**config.mk**
```make
export PLATFORM = sky130hd
export DESIGN_NAME = im2col_patch_address_generator
export DESIGN_NICKNAME = d
export VERILOG_FILES = /design/src/rtl/ipag_pkg.sv /design/src/rtl/ipag_ctrl.sv /design/src/rtl/ipag_dp.sv /design/src/rtl/im2col_patch_address_generator.sv
export VERILOG_INCLUDE_DIRS = /design/src /design/src/rtl
export SDC_FILE = /design/constraint.sdc
export NUM_CORES = 2
export LEC_CHECK = 0
export BUFFER_PORTS_ARGS = -buffer_cell sky130_fd_sc_hd__buf_2
export CAP_MARGIN = 10
export CORE_MARGIN = 8
export CORE_UTILIZATION = 54
export CTS_BUF_LIST = sky130_fd_sc_hd__clkbuf_4
export DETAILED_ROUTE_END_ITERATION = 12
export PLACE_DENSITY = 0.7
export RECOVER_POWER = 25
export SLEW_MARGIN = 20
export SYNTH_ARGS = -nofsm -noshare
export SYNTH_HDL_FRONTEND = slang
export SYNTH_SLANG_ARGS = --single-unit
```
**constraint.sdc**
```tcl
create_clock -name i_clk -period 11.8 [get_ports i_clk]
set_input_delay 0.59 -clock i_clk [delete_from_list [all_inputs] [get_ports i_clk]]
set_output_delay 0.59 -clock i_clk [all_outputs]
set_load 0.03 [all_outputs]
```
**src/rtl/im2col_patch_address_generator_assert.svh**
```systemverilog
// Assertion helpers for the im2col address generator controller (ipag_ctrl).
// Each macro expects the enclosing module to have i_clk and i_rst_n.
`ifndef IM2COL_PATCH_ADDRESS_GENERATOR_ASSERT_SVH
`define IM2COL_PATCH_ADDRESS_GENERATOR_ASSERT_SVH

// The consequent must hold in the same cycle as the antecedent.
`define IPAG_ASSERT_SAME(label, ante, cons) \
    label: assert property (@(posedge i_clk) disable iff (!i_rst_n) (ante) |-> (cons)) \
        else $error("im2col address generator: same-cycle check failed");

// The consequent must hold in the cycle after the antecedent.
`define IPAG_ASSERT_NEXT(label, ante, cons) \
    label: assert property (@(posedge i_clk) disable iff (!i_rst_n) (ante) |=> (cons)) \
        else $error("im2col address generator: next-cycle check failed");

`endif

```
**src/rtl/ipag_pkg.sv**
```systemverilog
package ipag_pkg;

    // Fixed widths of the register port, of the counters that do not scale and of the payload fields.
    localparam int CFG_INDEX_BITS = 3;
    localparam int CFG_DATA_BITS  = 24;
    localparam int CHAN_BITS      = 12;
    localparam int KERN_BITS      = 8;
    localparam int FIELD_BITS     = 32;

    // Register indexes of the configuration port.
    typedef enum logic [CFG_INDEX_BITS-1:0] {
        REG_CHANNEL_COUNT = 3'd0,
        REG_IMAGE_DIMS    = 3'd1,
        REG_KERNEL_DIMS   = 3'd2,
        REG_RESULT_DIMS   = 3'd3,
        REG_STRIDE_PAIR   = 3'd4,
        REG_PADDING_PAIR  = 3'd5,
        REG_DILATION_PAIR = 3'd6
    } t_cfg_reg;

    // Reset values of the configuration registers.
    localparam logic [11:0] RST_CHANNEL_COUNT = 12'd1;
    localparam logic [23:0] RST_IMAGE_DIMS    = 24'd4097;
    localparam logic [15:0] RST_KERNEL_DIMS   = 16'd257;
    localparam logic [23:0] RST_RESULT_DIMS   = 24'd4097;
    localparam logic [15:0] RST_STRIDE_PAIR   = 16'd257;
    localparam logic [15:0] RST_PADDING_PAIR  = 16'd0;
    localparam logic [15:0] RST_DILATION_PAIR = 16'd257;

    // Input request payload.
    typedef struct packed {
        logic [FIELD_BITS-1:0] image_base;
        logic                  restart;
    } t_in_req;

    // Result payload.
    typedef struct packed {
        logic [FIELD_BITS-1:0] read_address;
        logic                  is_padding;
        logic [FIELD_BITS-1:0] buffer_index;
        logic                  last;
    } t_out_item;

    // Step commands from the controller to the datapath.
    typedef struct packed {
        logic load_in;
        logic mul;
        logic add;
        logic adr;
        logic load_out;
    } t_dp_cmd;

endpackage

```
**src/rtl/ipag_ctrl.sv**
```systemverilog
`include "im2col_patch_address_generator_assert.svh"

module ipag_ctrl
    import ipag_pkg::*;
(
    input  logic    i_clk,
    input  logic    i_rst_n,
    input  logic    i_in_valid,
    output logic    o_in_ready,
    output logic    o_out_valid,
    input  logic    i_out_ready,
    output t_dp_cmd o_cmd
);

    typedef enum logic [2:0] {
        S_IDLE,
        S_MUL,
        S_ADD,
        S_ADR,
        S_FIN
    } t_state;

    t_state r_state;
    t_state n_state;
    logic   r_out_valid;
    logic   n_out_valid;
    logic   slot_free;
    logic   in_ready;

    assign in_ready  = (r_state == S_IDLE);
    assign slot_free = !r_out_valid || i_out_ready;

    // Step sequence: one request walks through four datapath steps.
    always_comb begin
        n_state        = r_state;
        o_cmd          = '0;
        n_out_valid    = r_out_valid && !i_out_ready;
        case (r_state)
            S_IDLE: begin
                if (i_in_valid) begin
                    o_cmd.load_in = 1'b1;
                    n_state       = S_MUL;
                end
            end
            S_MUL: begin
                o_cmd.mul = 1'b1;
                n_state   = S_ADD;
            end
            S_ADD: begin
                o_cmd.add = 1'b1;
                n_state   = S_ADR;
            end
            S_ADR: begin
                o_cmd.adr = 1'b1;
                n_state   = S_FIN;
            end
            S_FIN: begin
                if (slot_free) begin
                    o_cmd.load_out = 1'b1;
                    n_out_valid    = 1'b1;
                    n_state        = S_IDLE;
                end
            end
            default: begin
                n_state = S_IDLE;
            end
        endcase
    end

    // State and the output valid flag.
    always_ff @(posedge i_clk) begin
        if (!i_rst_n) begin
            r_state     <= S_IDLE;
            r_out_valid <= 1'b0;
        end else begin
            r_state     <= n_state;
            r_out_valid <= n_out_valid;
        end
    end

    assign o_in_ready  = in_ready;
    assign o_out_valid = r_out_valid;

    `IPAG_ASSERT_NEXT(a_accept_starts, i_in_valid && in_ready, r_state == S_MUL)
    `IPAG_ASSERT_SAME(a_load_needs_slot, o_cmd.load_out, !r_out_valid || i_out_ready)
    `IPAG_ASSERT_NEXT(a_fin_delivers, r_state == S_FIN && slot_free,
                      r_out_valid && r_state == S_IDLE)

endmodule

```
**src/rtl/ipag_dp.sv**
```systemverilog
module ipag_dp
    import ipag_pkg::*;
#(
    parameter int DIM_BITS  = 12,
    parameter int ADDR_BITS = 32
) (
    input  logic                      i_clk,
    input  logic                      i_rst_n,
    input  logic                      i_cfg_valid,
    input  logic [CFG_INDEX_BITS-1:0] i_cfg_index,
    input  logic [CFG_DATA_BITS-1:0]  i_cfg_data,
    input  t_in_req                   i_in_data,
    input  t_dp_cmd                   i_cmd,
    output t_out_item                 o_out_data
);

    localparam int PROD_W = (DIM_BITS + KERN_BITS > 2 * KERN_BITS) ?
                            DIM_BITS + KERN_BITS : 2 * KERN_BITS;
    localparam int POS_W  = PROD_W + 2;
    localparam int HW_W   = 2 * DIM_BITS;
    localparam int CHW_W  = CHAN_BITS + HW_W;

    // Configuration registers.
    logic [11:0] r_channel_count;
    logic [23:0] r_image_dims;
    logic [15:0] r_kernel_dims;
    logic [23:0] r_result_dims;
    logic [15:0] r_stride_pair;
    logic [15:0] r_padding_pair;
    logic [15:0] r_dilation_pair;

    always_ff @(posedge i_clk) begin
        if (!i_rst_n) begin
            r_channel_count <= RST_CHANNEL_COUNT;
            r_image_dims    <= RST_IMAGE_DIMS;
            r_kernel_dims   <= RST_KERNEL_DIMS;
            r_result_dims   <= RST_RESULT_DIMS;
            r_stride_pair   <= RST_STRIDE_PAIR;
            r_padding_pair  <= RST_PADDING_PAIR;
            r_dilation_pair <= RST_DILATION_PAIR;
        end else if (i_cfg_valid) begin
            case (t_cfg_reg'(i_cfg_index))
                REG_CHANNEL_COUNT: r_channel_count <= i_cfg_data[11:0];
                REG_IMAGE_DIMS:    r_image_dims    <= i_cfg_data[23:0];
                REG_KERNEL_DIMS:   r_kernel_dims   <= i_cfg_data[15:0];
                REG_RESULT_DIMS:   r_result_dims   <= i_cfg_data[23:0];
                REG_STRIDE_PAIR:   r_stride_pair   <= i_cfg_data[15:0];
                REG_PADDING_PAIR:  r_padding_pair  <= i_cfg_data[15:0];
                REG_DILATION_PAIR: r_dilation_pair <= i_cfg_data[15:0];
                default: begin
                end
            endcase
        end
    end

    // Field extraction from the packed registers.
    logic [DIM_BITS-1:0]  img_h;
    logic [DIM_BITS-1:0]  img_w;
    logic [DIM_BITS-1:0]  res_h;
    logic [DIM_BITS-1:0]  res_w;
    logic [KERN_BITS-1:0] ker_h;
    logic [KERN_BITS-1:0] ker_w;

    assign img_h = DIM_BITS'(r_image_dims >> DIM_BITS);
    assign img_w = r_image_dims[DIM_BITS-1:0];
    assign res_h = DIM_BITS'(r_result_dims >> DIM_BITS);
    assign res_w = r_result_dims[DIM_BITS-1:0];
    assign ker_h = r_kernel_dims[15:8];
    assign ker_w = r_kernel_dims[7:0];

    // Final counter values; a zero bound behaves as a bound of one.
    logic [DIM_BITS-1:0]  fin_oh;
    logic [DIM_BITS-1:0]  fin_ow;
    logic [CHAN_BITS-1:0] fin_c;
    logic [KERN_BITS-1:0] fin_kh;
    logic [KERN_BITS-1:0] fin_kw;

    assign fin_oh = (res_h == '0) ? '0 : res_h - 1'b1;
    assign fin_ow = (res_w == '0) ? '0 : res_w - 1'b1;
    assign fin_c  = (r_channel_count == '0) ? '0 : r_channel_count - 1'b1;
    assign fin_kh = (ker_h == '0) ? '0 : ker_h - 1'b1;
    assign fin_kw = (ker_w == '0) ? '0 : ker_w - 1'b1;

    // Request latch.
    logic [FIELD_BITS-1:0] r_base;
    logic                  r_restart;

    always_ff @(posedge i_clk) begin
        if (i_cmd.load_in) begin
            r_base    <= i_in_data.image_base;
            r_restart <= i_in_data.restart;
        end
    end

    // Position counters; a restart request forces them to the first element.
    logic [DIM_BITS-1:0]   r_orow;
    logic [DIM_BITS-1:0]   r_ocol;
    logic [CHAN_BITS-1:0]  r_chan_cnt;
    logic [KERN_BITS-1:0]  r_krow;
    logic [KERN_BITS-1:0]  r_kcol;
    logic [FIELD_BITS-1:0] r_elem;

    logic [DIM_BITS-1:0]   cur_orow;
    logic [DIM_BITS-1:0]   cur_ocol;
    logic [CHAN_BITS-1:0]  cur_chan;
    logic [KERN_BITS-1:0]  cur_krow;
    logic [KERN_BITS-1:0]  cur_kcol;
    logic [FIELD_BITS-1:0] cur_elem;

    assign cur_orow = r_restart ? '0 : r_orow;
    assign cur_ocol = r_restart ? '0 : r_ocol;
    assign cur_chan = r_restart ? '0 : r_chan_cnt;
    assign cur_krow = r_restart ? '0 : r_krow;
    assign cur_kcol = r_restart ? '0 : r_kcol;
    assign cur_elem = r_restart ? '0 : r_elem;

    logic end_kw;
    logic end_kh;
    logic end_c;
    logic end_ow;
    logic end_oh;
    logic is_last;

    assign end_kw  = cur_kcol >= fin_kw;
    assign end_kh  = cur_krow >= fin_kh;
    assign end_c   = cur_chan >= fin_c;
    assign end_ow  = cur_ocol >= fin_ow;
    assign end_oh  = cur_orow >= fin_oh;
    assign is_last = end_kw && end_kh && end_c && end_ow && end_oh;

    logic [DIM_BITS-1:0]   n_orow;
    logic [DIM_BITS-1:0]   n_ocol;
    logic [CHAN_BITS-1:0]  n_chan_cnt;
    logic [KERN_BITS-1:0]  n_krow;
    logic [KERN_BITS-1:0]  n_kcol;
    logic [FIELD_BITS-1:0] n_elem;

    // Innermost-first carry chain; the final element wraps everything to zero.
    always_comb begin
        n_orow     = cur_orow;
        n_ocol     = cur_ocol;
        n_chan_cnt = cur_chan;
        n_krow     = cur_krow;
        n_kcol     = cur_kcol;
        n_elem     = cur_elem + 1'b1;
        if (is_last) begin
            n_orow     = '0;
            n_ocol     = '0;
            n_chan_cnt = '0;
            n_krow     = '0;
            n_kcol     = '0;
            n_elem     = '0;
        end else if (!end_kw) begin
            n_kcol = cur_kcol + 1'b1;
        end else if (!end_kh) begin
            n_kcol = '0;
            n_krow = cur_krow + 1'b1;
        end else if (!end_c) begin
            n_kcol     = '0;
            n_krow     = '0;
            n_chan_cnt = cur_chan + 1'b1;
        end else if (!end_ow) begin
            n_kcol     = '0;
            n_krow     = '0;
            n_chan_cnt = '0;
            n_ocol     = cur_ocol + 1'b1;
        end else begin
            n_kcol     = '0;
            n_krow     = '0;
            n_chan_cnt = '0;
            n_ocol     = '0;
            n_orow     = cur_orow + 1'b1;
        end
    end

    always_ff @(posedge i_clk) begin
        if (!i_rst_n) begin
            r_orow     <= '0;
            r_ocol     <= '0;
            r_chan_cnt <= '0;
            r_krow     <= '0;
            r_kcol     <= '0;
            r_elem     <= '0;
        end else if (i_cmd.mul) begin
            r_orow     <= n_orow;
            r_ocol     <= n_ocol;
            r_chan_cnt <= n_chan_cnt;
            r_krow     <= n_krow;
            r_kcol     <= n_kcol;
            r_elem     <= n_elem;
        end
    end

    // First step: stride and dilation products, image plane size.
    logic [PROD_W-1:0]     r_prod_rs;
    logic [PROD_W-1:0]     r_prod_kd;
    logic [PROD_W-1:0]     r_prod_cs;
    logic [PROD_W-1:0]     r_prod_cd;
    logic [HW_W-1:0]       r_plane;
    logic [CHAN_BITS-1:0]  r_chan;
    logic [FIELD_BITS-1:0] r_index;
    logic                  r_last;

    always_ff @(posedge i_clk) begin
        if (i_cmd.mul) begin
            r_prod_rs <= PROD_W'(cur_orow) * PROD_W'(r_stride_pair[15:8]);
            r_prod_kd <= PROD_W'(cur_krow) * PROD_W'(r_dilation_pair[15:8]);
            r_prod_cs <= PROD_W'(cur_ocol) * PROD_W'(r_stride_pair[7:0]);
            r_prod_cd <= PROD_W'(cur_kcol) * PROD_W'(r_dilation_pair[7:0]);
            r_plane   <= HW_W'(img_h) * HW_W'(img_w);
            r_chan    <= cur_chan;
            r_index   <= cur_elem;
            r_last    <= is_last;
        end
    end

    // Second step: signed input position, bounds check, channel offset.
    logic signed [POS_W-1:0] pos_h;
    logic signed [POS_W-1:0] pos_w;
    logic                    outside;
    logic [CHW_W-1:0]        chan_off;

    assign pos_h = $signed(POS_W'(r_prod_rs)) + $signed(POS_W'(r_prod_kd))
                 - $signed(POS_W'(r_padding_pair[15:8]));
    assign pos_w = $signed(POS_W'(r_prod_cs)) + $signed(POS_W'(r_prod_cd))
                 - $signed(POS_W'(r_padding_pair[7:0]));
    assign outside = pos_h[POS_W-1] || pos_w[POS_W-1]
                  || (POS_W'(pos_h) >= POS_W'(img_h))
                  || (POS_W'(pos_w) >= POS_W'(img_w));
    assign chan_off = CHW_W'(r_chan) * CHW_W'(r_plane);

    logic                 r_pad;
    logic [DIM_BITS-1:0]  r_ih;
    logic [DIM_BITS-1:0]  r_iw;
    logic [ADDR_BITS-1:0] r_chan_off;

    always_ff @(posedge i_clk) begin
        if (i_cmd.add) begin
            r_pad      <= outside;
            r_ih       <= pos_h[DIM_BITS-1:0];
            r_iw       <= pos_w[DIM_BITS-1:0];
            r_chan_off <= ADDR_BITS'(chan_off);
        end
    end

    // Third step: row offset and base plus channel offset.
    logic [HW_W-1:0]      r_row_off;
    logic [ADDR_BITS-1:0] r_partial;

    always_ff @(posedge i_clk) begin
        if (i_cmd.adr) begin
            r_row_off <= HW_W'(r_ih) * HW_W'(img_w);
            r_partial <= ADDR_BITS'(r_base) + r_chan_off;
        end
    end

    // Final step: full address into the output register.
    logic [ADDR_BITS-1:0] full_addr;
    t_out_item            r_out;

    assign full_addr = r_partial + ADDR_BITS'(r_row_off) + ADDR_BITS'(r_iw);

    always_ff @(posedge i_clk) begin
        if (i_cmd.load_out) begin
            r_out.read_address <= r_pad ? '0 : FIELD_BITS'(full_addr);
            r_out.is_padding   <= r_pad;
            r_out.buffer_index <= r_index;
            r_out.last         <= r_last;
        end
    end

    assign o_out_data = r_out;

endmodule

```
**src/rtl/im2col_patch_address_generator.sv**
```systemverilog
// im2col patch address generator.
// Input channel (i_in_valid / o_in_ready / i_in_data): each request carries the
// image base address and a restart bit, and yields exactly one result: the image
// read address of the next column-buffer element (or a padding flag), its
// buffer index and a last marker on the final element of the stream.
// Configuration channel (i_cfg_valid / o_cfg_ready / i_cfg_index / i_cfg_data)
// is always ready; the user must write it only while no request is in flight,
// which the block does not enforce. A request is taken in the idle state, then
// passes four datapath steps (products, position and bounds, offsets, final
// sum) into the output register; no new request is taken until the current one
// has left the last step.
// The result sits in an output register; while the receiver stalls the next
// request is still accepted and computed, and waits in the last step until the
// register drains.
// Reset (i_rst_n low at a clock edge) restores the default registers (1x1
// image, kernel and output, unit stride and dilation, no padding) and returns
// all counters to the first element.
module im2col_patch_address_generator
    import ipag_pkg::*;
#(
    parameter int DIM_BITS  = 12,
    parameter int ADDR_BITS = 32
) (
    input  logic                      i_clk,
    input  logic                      i_rst_n,
    input  logic                      i_cfg_valid,
    output logic                      o_cfg_ready,
    input  logic [CFG_INDEX_BITS-1:0] i_cfg_index,
    input  logic [CFG_DATA_BITS-1:0]  i_cfg_data,
    input  logic                      i_in_valid,
    output logic                      o_in_ready,
    input  t_in_req                   i_in_data,
    output logic                      o_out_valid,
    input  logic                      i_out_ready,
    output t_out_item                 o_out_data
);

    t_dp_cmd cmd;

    assign o_cfg_ready = 1'b1;

    // Sequencer.
    ipag_ctrl u_ctrl (
        .i_clk       (i_clk),
        .i_rst_n     (i_rst_n),
        .i_in_valid  (i_in_valid),
        .o_in_ready  (o_in_ready),
        .o_out_valid (o_out_valid),
        .i_out_ready (i_out_ready),
        .o_cmd       (cmd)
    );

    // Counters, configuration and address arithmetic.
    ipag_dp #(
        .DIM_BITS  (DIM_BITS),
        .ADDR_BITS (ADDR_BITS)
    ) u_dp (
        .i_clk       (i_clk),
        .i_rst_n     (i_rst_n),
        .i_cfg_valid (i_cfg_valid),
        .i_cfg_index (i_cfg_index),
        .i_cfg_data  (i_cfg_data),
        .i_in_data   (i_in_data),
        .i_cmd       (cmd),
        .o_out_data  (o_out_data)
    );

endmodule

```
### Yosys cells after proc, flatten, opt, wreduce, memory -nomap -nowiden

Cells that the tools add are included.

* bits of input ports: 65
* output and inout bits: 69
* register bits: 565
* logic and storage cells: 148

* mux-type cells: 43
* eq/ne operators: 12
* order comparisons: 7
* reduce and logical (&&, ||, !) cells: 26
* $add $sub $neg: 18
* multiply operators: 7

Operators with widths (number)
* two-way mux 12 bit: 20
* two-way mux 8 bit: 9
* two-way mux 32 bit: 2
* multiplier 12 x 12 -> 24 bit: 2
* greater-or-equal comparator 22 x 12 -> 1 bit: 2
* subtractor 22 x 9 -> 22 bit: 2
* adder 20 x 16 -> 21 bit: 2
* multiplier 12 x 8 -> 20 bit: 2
* adder 12 x 1 -> 12 bit, second input constant: 3
* greater-or-equal comparator 12 bit: 3
* logical NOT 12 bit: 3
* subtractor 12 x 1 -> 12 bit, second input constant: 3
* adder 32 x 1 -> 32 bit, second input constant: 1
* adder 32 x 12 -> 32 bit: 1
* adder 32 x 24 -> 32 bit: 1
* adder 32 bit: 1
* multiplier 12 x 24 -> 32 bit: 1
* multiplier 8 x 8 -> 16 bit: 2
* adder 8 x 1 -> 8 bit, second input constant: 2
* greater-or-equal comparator 8 bit: 2
* logical NOT 8 bit: 2
* AND reduction 2 bit: 8
* subtractor 8 x 1 -> 8 bit, second input constant: 2
* case mux 3 bit (5 select lines): 1
* 11 further kinds: 36

### Depth between registers and ports, before layout

* depth in word-level cells: 8
* depth in mapped cells: 27
* mapped depth without buffers: 24

### Hierarchy

A second synthesis with hierarchy kept.

* cells, all modules: 6108
* area total of the unflattened synthesis: 56217.7 µm²

Modules (own cells, without submodules)
* ipag_dp: area each 56005.0 µm², instances 1, seq. area each 14764.2 µm², cells each 6086
* ipag_ctrl: area each 201.4 µm², instances 1, seq. area each 80.1 µm², cells each 20
* im2col_patch_address_generator: area each 11.3 µm², instances 1, seq. area each 0.0 µm², cells each 2

### Worst setup path after synthesis

Ideal clock, no wire load.

* kind: register -> register
* start: register u_dp.r_restart
* end: register u_dp.r_prod_rs[19], data pin
* clock period less this slack: 6.094 ns
* setup time: 0.260 ns
* required time: 11.540 ns
* setup slack: 5.706 ns
* stages on the path, launching flop included: 25
* arrival: 5.835 ns
* cells stage by stage: edfxtp_1 clkbuf_1 clkbuf_1 clkbuf_1 clkbuf_1 nor2b_1 clkbuf_1 and2_1 fa_1 fa_1 inv_1 fa_1 inv_1 fa_1 ha_1 o21ai_0 a21boi_0 o21a_1 nor2_1 o21bai_1 a41o_1 o41ai_1 o2111ai_1 a21oi_1 xnor2_1

* cells in the longest elaborated chain, start to end: 2

Ends and longest elaborated chain
* from (decl): line ipag_dp.sv:86 `logic r_restart;`
* from (signal assigned): line ipag_dp.sv:91 `r_restart <= i_in_data.restart;`
* two-way mux 12 bit: line ipag_dp.sv:110 `assign cur_orow = r_restart ? '0 : r_orow;`
* multiplier 12 x 8 -> 20 bit: line ipag_dp.sv:206 `r_prod_rs <= PROD_W'(cur_orow) * PROD_W'(r_stride_pair[15:8]);`
* to (signal assigned): line ipag_dp.sv:206
* to (decl): line ipag_dp.sv:195 `logic [PROD_W-1:0] r_prod_rs;`

No other way between the ends.
A chain may end at the register's enable or synchronous reset.

### Final worst setup path

* start: input port i_rst_n
* end: register u_dp.r_chan_cnt[8]

RTL lines
* from (decl): line im2col_patch_address_generator.sv:25 `input logic i_rst_n,`
* to (signal assigned): line ipag_dp.sv:187 `r_chan_cnt <= n_chan_cnt;`
* to (decl): line ipag_dp.sv:98 `logic [CHAN_BITS-1:0] r_chan_cnt;`

No word-level cell between the ends.

==> out/summary.md <==
• **maximum achievable frequency** 133 MHz
• **stage delay of the slowest cell on the critical path** 2930 ps
• **total number of H-tree levels** 4
• **number of global-route vias before repair** 43400
• **Syn Nets** 7323
• **Setup crit start kind** primary input
• **Nets** 7452
• **combinational share of power** 49.3%
• **wire length per cell** 18.0 um
• **transition time at the pin with the least slew margin** 3200 ps
• **largest area contributor in the netlist** sky130_fd_sc_hd__fa_1
• **Overall Power** 8.64 mW
• **detailed-route wire length** 139000 um
• **CTS max path bufs** 3
• **Netlist Area Pre-Place** 56100 sq um
• **fraction of synthesis flops using an asynchronous set or reset pin** 0%
• **share of post-route cells with drive strength above 1** 7.17%
• **largest vdd supply drop** 170 uV
• **setup violation total in the final timing report** 0
• **Root Driver** sky130_fd_sc_hd__clkbuf_4
• **reg-to-reg slack, setup** 5040 ps
• **post-synthesis to final-layout area growth** 7.64%
• **worst slack on hold paths** 90.2 ps
• **Critical Path RT** 12740 ps
• **number of fillers in the final layout** 9016
• **final antenna-violating net count** 0
• **total global routing track utilization** 24.2%
• **pin count of the biggest net entering global routing** 78
• **aggregate global routing overflow** 0
• **synthesis warning total** 0
• **mean cell area of the mapped netlist** 9.19 sq um
• **total of flip-flops plus latches after synthesis** 565
• **initial standard-cell utilization of the core** 54.3%
• **post-layout util** 58.5%
• **number of max-cap violations** 6
• **Die W** 338 um
• **CTS tree** done
• **cell internal pwr** 5.15 mW
• **Vias per Instance** 5.51
• **post-layout worst setup margin** 4260 ps
• **final cell count without fillers** 7733
• **delay-heaviest family, CP** buffers and inverters
• **most area-consuming cells after synthesis** sky130_fd_sc_hd__fa_1 (22%), sky130_fd_sc_hd__edfxtp_1 (19%), sky130_fd_sc_hd__ha_1 (12%)
• **number of placed cells counting well taps** 7387
• **die outline area** 114000 sq um
• **crit-path cells** buf_2, clkbuf_1, clkinvlp_2, clkbuf_1, buf_4, o41ai_1
• **number of iterations in the first detailed-routing pass** 5
• **worst relative slew slack** -113%
• **Place WS** 5090 ps
• **slowest stage cell on the critical path** sky130_fd_sc_hd__clkinvlp_2
• **DRC violations left** 0
• **startpoint of the most critical setup path** i_rst_n
• **crit path kind** in -> reg
• **antenna violations before repair** 3
• **wire length of the first global-routing pass** 226000 um
• **r2r startpoint** u_dp.r_restart
• **setup skew after layout** 86.3 ps
• **total vias in the final route** 42600
• **power per standard cell area** 143 nW/um^2
• **portion of the clock cycle consumed by the worst path in the final layout** 63.9%
• **violations in the final reports** capacitance limit, slew limit
• **data arrival time at the worst-slack endpoint** 8480 ps
• **RSZ-0062 raised after global routing** no
• **type of destination of the critical path** flip-flop
• **top-level port count** 134
• **GP Congestion** 0.944
• **ys flop type** sky130_fd_sc_hd__edfxtp_1
• **maximum fanout along the worst path** 70
• **Bufs and invs on worst path** 5
• **share of the synthesized area in the top cell type** 22.3%
• **number of different library cells in the post-synthesis netlist** 91
• **clock-pin slew on the worst setup and hold paths** 60 ps
• **number of hold violations in the final report** 0
• **Post-Place Cell Area** 57800 sq um
• **Port Buf Inserts** 132
• **final critical delay including setup and external delays** 7540 ps
• **Total Negative Setup Slacks** 0 ps
• **DPL Wire Length** 106000 um
• **Switching Fraction** 40.4%
• **CTS buffer count** 154
• **instance count of the mapped netlist** 6098
• **Min-Delay Path Class** in -> reg
• **row count** 118
• **CTS sink count** 565
• **clock latency on the worst-skew pair** 1100 ps
• **Min-Delay Startpoint** i_cfg_index[1]
• **final non-filler cell area** 60300 sq um
• **CP dominant cell by count** sky130_fd_sc_hd__clkbuf_1
• **cell leakage power** 27.0 nW
• **Pins Over Slew Limit** 310
• **Switch Pwr** 3.49 mW
• **outcome** finished with violations
• **core area** 103000 sq um
• **Post-synth EDFFs** 353
• **number of design-rule violations left by the first detailed-router iteration** 2885
• **overall die height** 338 um
• **Clk network pwr share** 20.6%
• **post-synthesis sequential area ratio** 26.5%
• **Seq pwr share** 30.1%
## kinds of logic after synthesis
group	share of synthesized area, %
and+or+nand+nor	18.3
adders and majority gates	34.3
buffers and inverters	7.54
AOI/OAI and AO/OA	9.45
DFF	26.5
xor gates and xnor gates	3.87
muxes	0.132
other	0.00669
## power by group through the flow
stage	logic (mW)	clock network, mW	registers, mW
after floorplan	3.21	0	2.55
after global placement	4.15	0	2.64
after detailed placement	4.24	0	2.64
after CTS	4.28	1.83	2.60
after global routing	4.83	1.93	2.61
final	4.26	1.78	2.60
## sequential cells by signal (all words and copies together) (netlist names), 20 cells and up
signal and count:
u_dp.o_out_data 66, u_dp.r_base 32, u_dp.r_chan_off 32, u_dp.r_elem 32, u_dp.r_index 32, u_dp.r_partial 32
u_dp.r_image_dims 24, u_dp.r_plane 24, u_dp.r_result_dims 24, u_dp.r_row_off 24, u_dp.r_prod_cs 20, u_dp.r_prod_rs 20
## worst register-to-register path: stages (launching register included)
cell and delay, ps:
sky130_fd_sc_hd__edfxtp_1 820, sky130_fd_sc_hd__buf_4 670, sky130_fd_sc_hd__nor2b_1 440, sky130_fd_sc_hd__and2_1 290, sky130_fd_sc_hd__fa_1 460, sky130_fd_sc_hd__fa_1 500
sky130_fd_sc_hd__inv_1 50, sky130_fd_sc_hd__fa_1 520, sky130_fd_sc_hd__inv_1 50, sky130_fd_sc_hd__fa_1 430, sky130_fd_sc_hd__ha_1 330, sky130_fd_sc_hd__inv_1 60
sky130_fd_sc_hd__o21ai_0 100, sky130_fd_sc_hd__a21o_1 210, sky130_fd_sc_hd__a21oi_1 200, sky130_fd_sc_hd__o21ai_0 170, sky130_fd_sc_hd__o41ai_1 600, sky130_fd_sc_hd__o21ai_0 250
sky130_fd_sc_hd__o21a_1 220, sky130_fd_sc_hd__nor2_1 110, sky130_fd_sc_hd__xnor2_1 70
## final cells by class
type                    count  area (sq um)  area share, %
well taps                1380          1730           2.86
inverters                 874          3290           5.45
flip-flops and latches    565         14800           24.6
clock inverters            46           255          0.423
diodes                     10          25.0         0.0415
clock buffers             226          1700           2.81
multi-input cells        4409         37000           61.4
repair buffers            223          1470           2.44
## per-layer routing
metal	track usage [%]	vias to the layer above	wire length, um	share of wire (%)
li1	-	20200	-	-
met1	31.4	20800	59600	43
met2	39.8	1387	64100	46
met3	4.46	278	9470	6.8
met4	9.90	0	5730	4.1
met5	0	-	0	0
## final timing paths
| check | to | cells after the start |
|---|---|---|
| max | u_dp.r_chan_cnt[8] | 6 |
| min | u_dp.r_kernel_dims[11] | 5 |
| max reg2reg | u_dp.r_prod_cs[18] | 20 |
| min reg2reg | u_dp.o_out_data[28] | 0 |
## cells in the mapped netlist, types with 11 or more instances
cell type / n
sky130_fd_sc_hd__a21oi_1: 337
sky130_fd_sc_hd__ha_1: 535
sky130_fd_sc_hd__xor2_1: 77
sky130_fd_sc_hd__clkbuf_1: 233
sky130_fd_sc_hd__a22oi_1: 11
sky130_fd_sc_hd__xnor2_1: 165
sky130_fd_sc_hd__buf_1: 15
sky130_fd_sc_hd__nor2_1: 277
sky130_fd_sc_hd__nor3b_1: 18
sky130_fd_sc_hd__dfxtp_1: 212
sky130_fd_sc_hd__nor3_1: 83
sky130_fd_sc_hd__o21ai_0: 150
sky130_fd_sc_hd__a21boi_0: 15
sky130_fd_sc_hd__nand2_1: 988
sky130_fd_sc_hd__nor2b_1: 145
sky130_fd_sc_hd__a21o_1: 83
sky130_fd_sc_hd__nand3_1: 103
sky130_fd_sc_hd__edfxtp_1: 353
sky130_fd_sc_hd__nor4_1: 23
sky130_fd_sc_hd__or3_1: 33
sky130_fd_sc_hd__a31oi_1: 20
sky130_fd_sc_hd__nand4_1: 18
sky130_fd_sc_hd__o21a_1: 32
sky130_fd_sc_hd__and2_1: 337
sky130_fd_sc_hd__o211ai_1: 23
sky130_fd_sc_hd__or4_1: 13
sky130_fd_sc_hd__nand3b_1: 13
sky130_fd_sc_hd__inv_1: 869
sky130_fd_sc_hd__and3_1: 26
sky130_fd_sc_hd__o21bai_1: 19
sky130_fd_sc_hd__fa_1: 625
sky130_fd_sc_hd__nand2b_1: 49
sky130_fd_sc_hd__a211oi_1: 16
sky130_fd_sc_hd__o31ai_1: 15
## repair_timing
item	CTS	global route
hold buffers	64	0
buffers inserted	0	0
hold endpoints to repair	160	0
resized for setup	0	0
## placed cells by master (no fill, tap or decap), types with 22 or more instances in the layout
cell type	instances
sky130_fd_sc_hd__nor2_1	276
sky130_fd_sc_hd__xnor2_1	165
sky130_fd_sc_hd__dfxtp_1	212
sky130_fd_sc_hd__buf_4	22
sky130_fd_sc_hd__a21oi_1	337
sky130_fd_sc_hd__clkbuf_4	226
sky130_fd_sc_hd__and3_1	26
sky130_fd_sc_hd__a21o_1	83
sky130_fd_sc_hd__xor2_1	77
sky130_fd_sc_hd__nand3_1	103
sky130_fd_sc_hd__inv_1	869
sky130_fd_sc_hd__buf_2	121
sky130_fd_sc_hd__nand2b_1	49
sky130_fd_sc_hd__or3_1	33
sky130_fd_sc_hd__nor3_1	82
sky130_fd_sc_hd__nor2b_1	144
sky130_fd_sc_hd__o211ai_1	23
sky130_fd_sc_hd__o21ai_0	150
sky130_fd_sc_hd__clkinv_1	26
sky130_fd_sc_hd__and2_1	335
sky130_fd_sc_hd__fa_1	625
sky130_fd_sc_hd__nand2_1	988
sky130_fd_sc_hd__edfxtp_1	353
sky130_fd_sc_hd__dlygate4sd3_1	64
sky130_fd_sc_hd__nor4_1	23
sky130_fd_sc_hd__o21a_1	32
sky130_fd_sc_hd__ha_1	535
No activity file was read; power rests on OpenSTA's default activity.
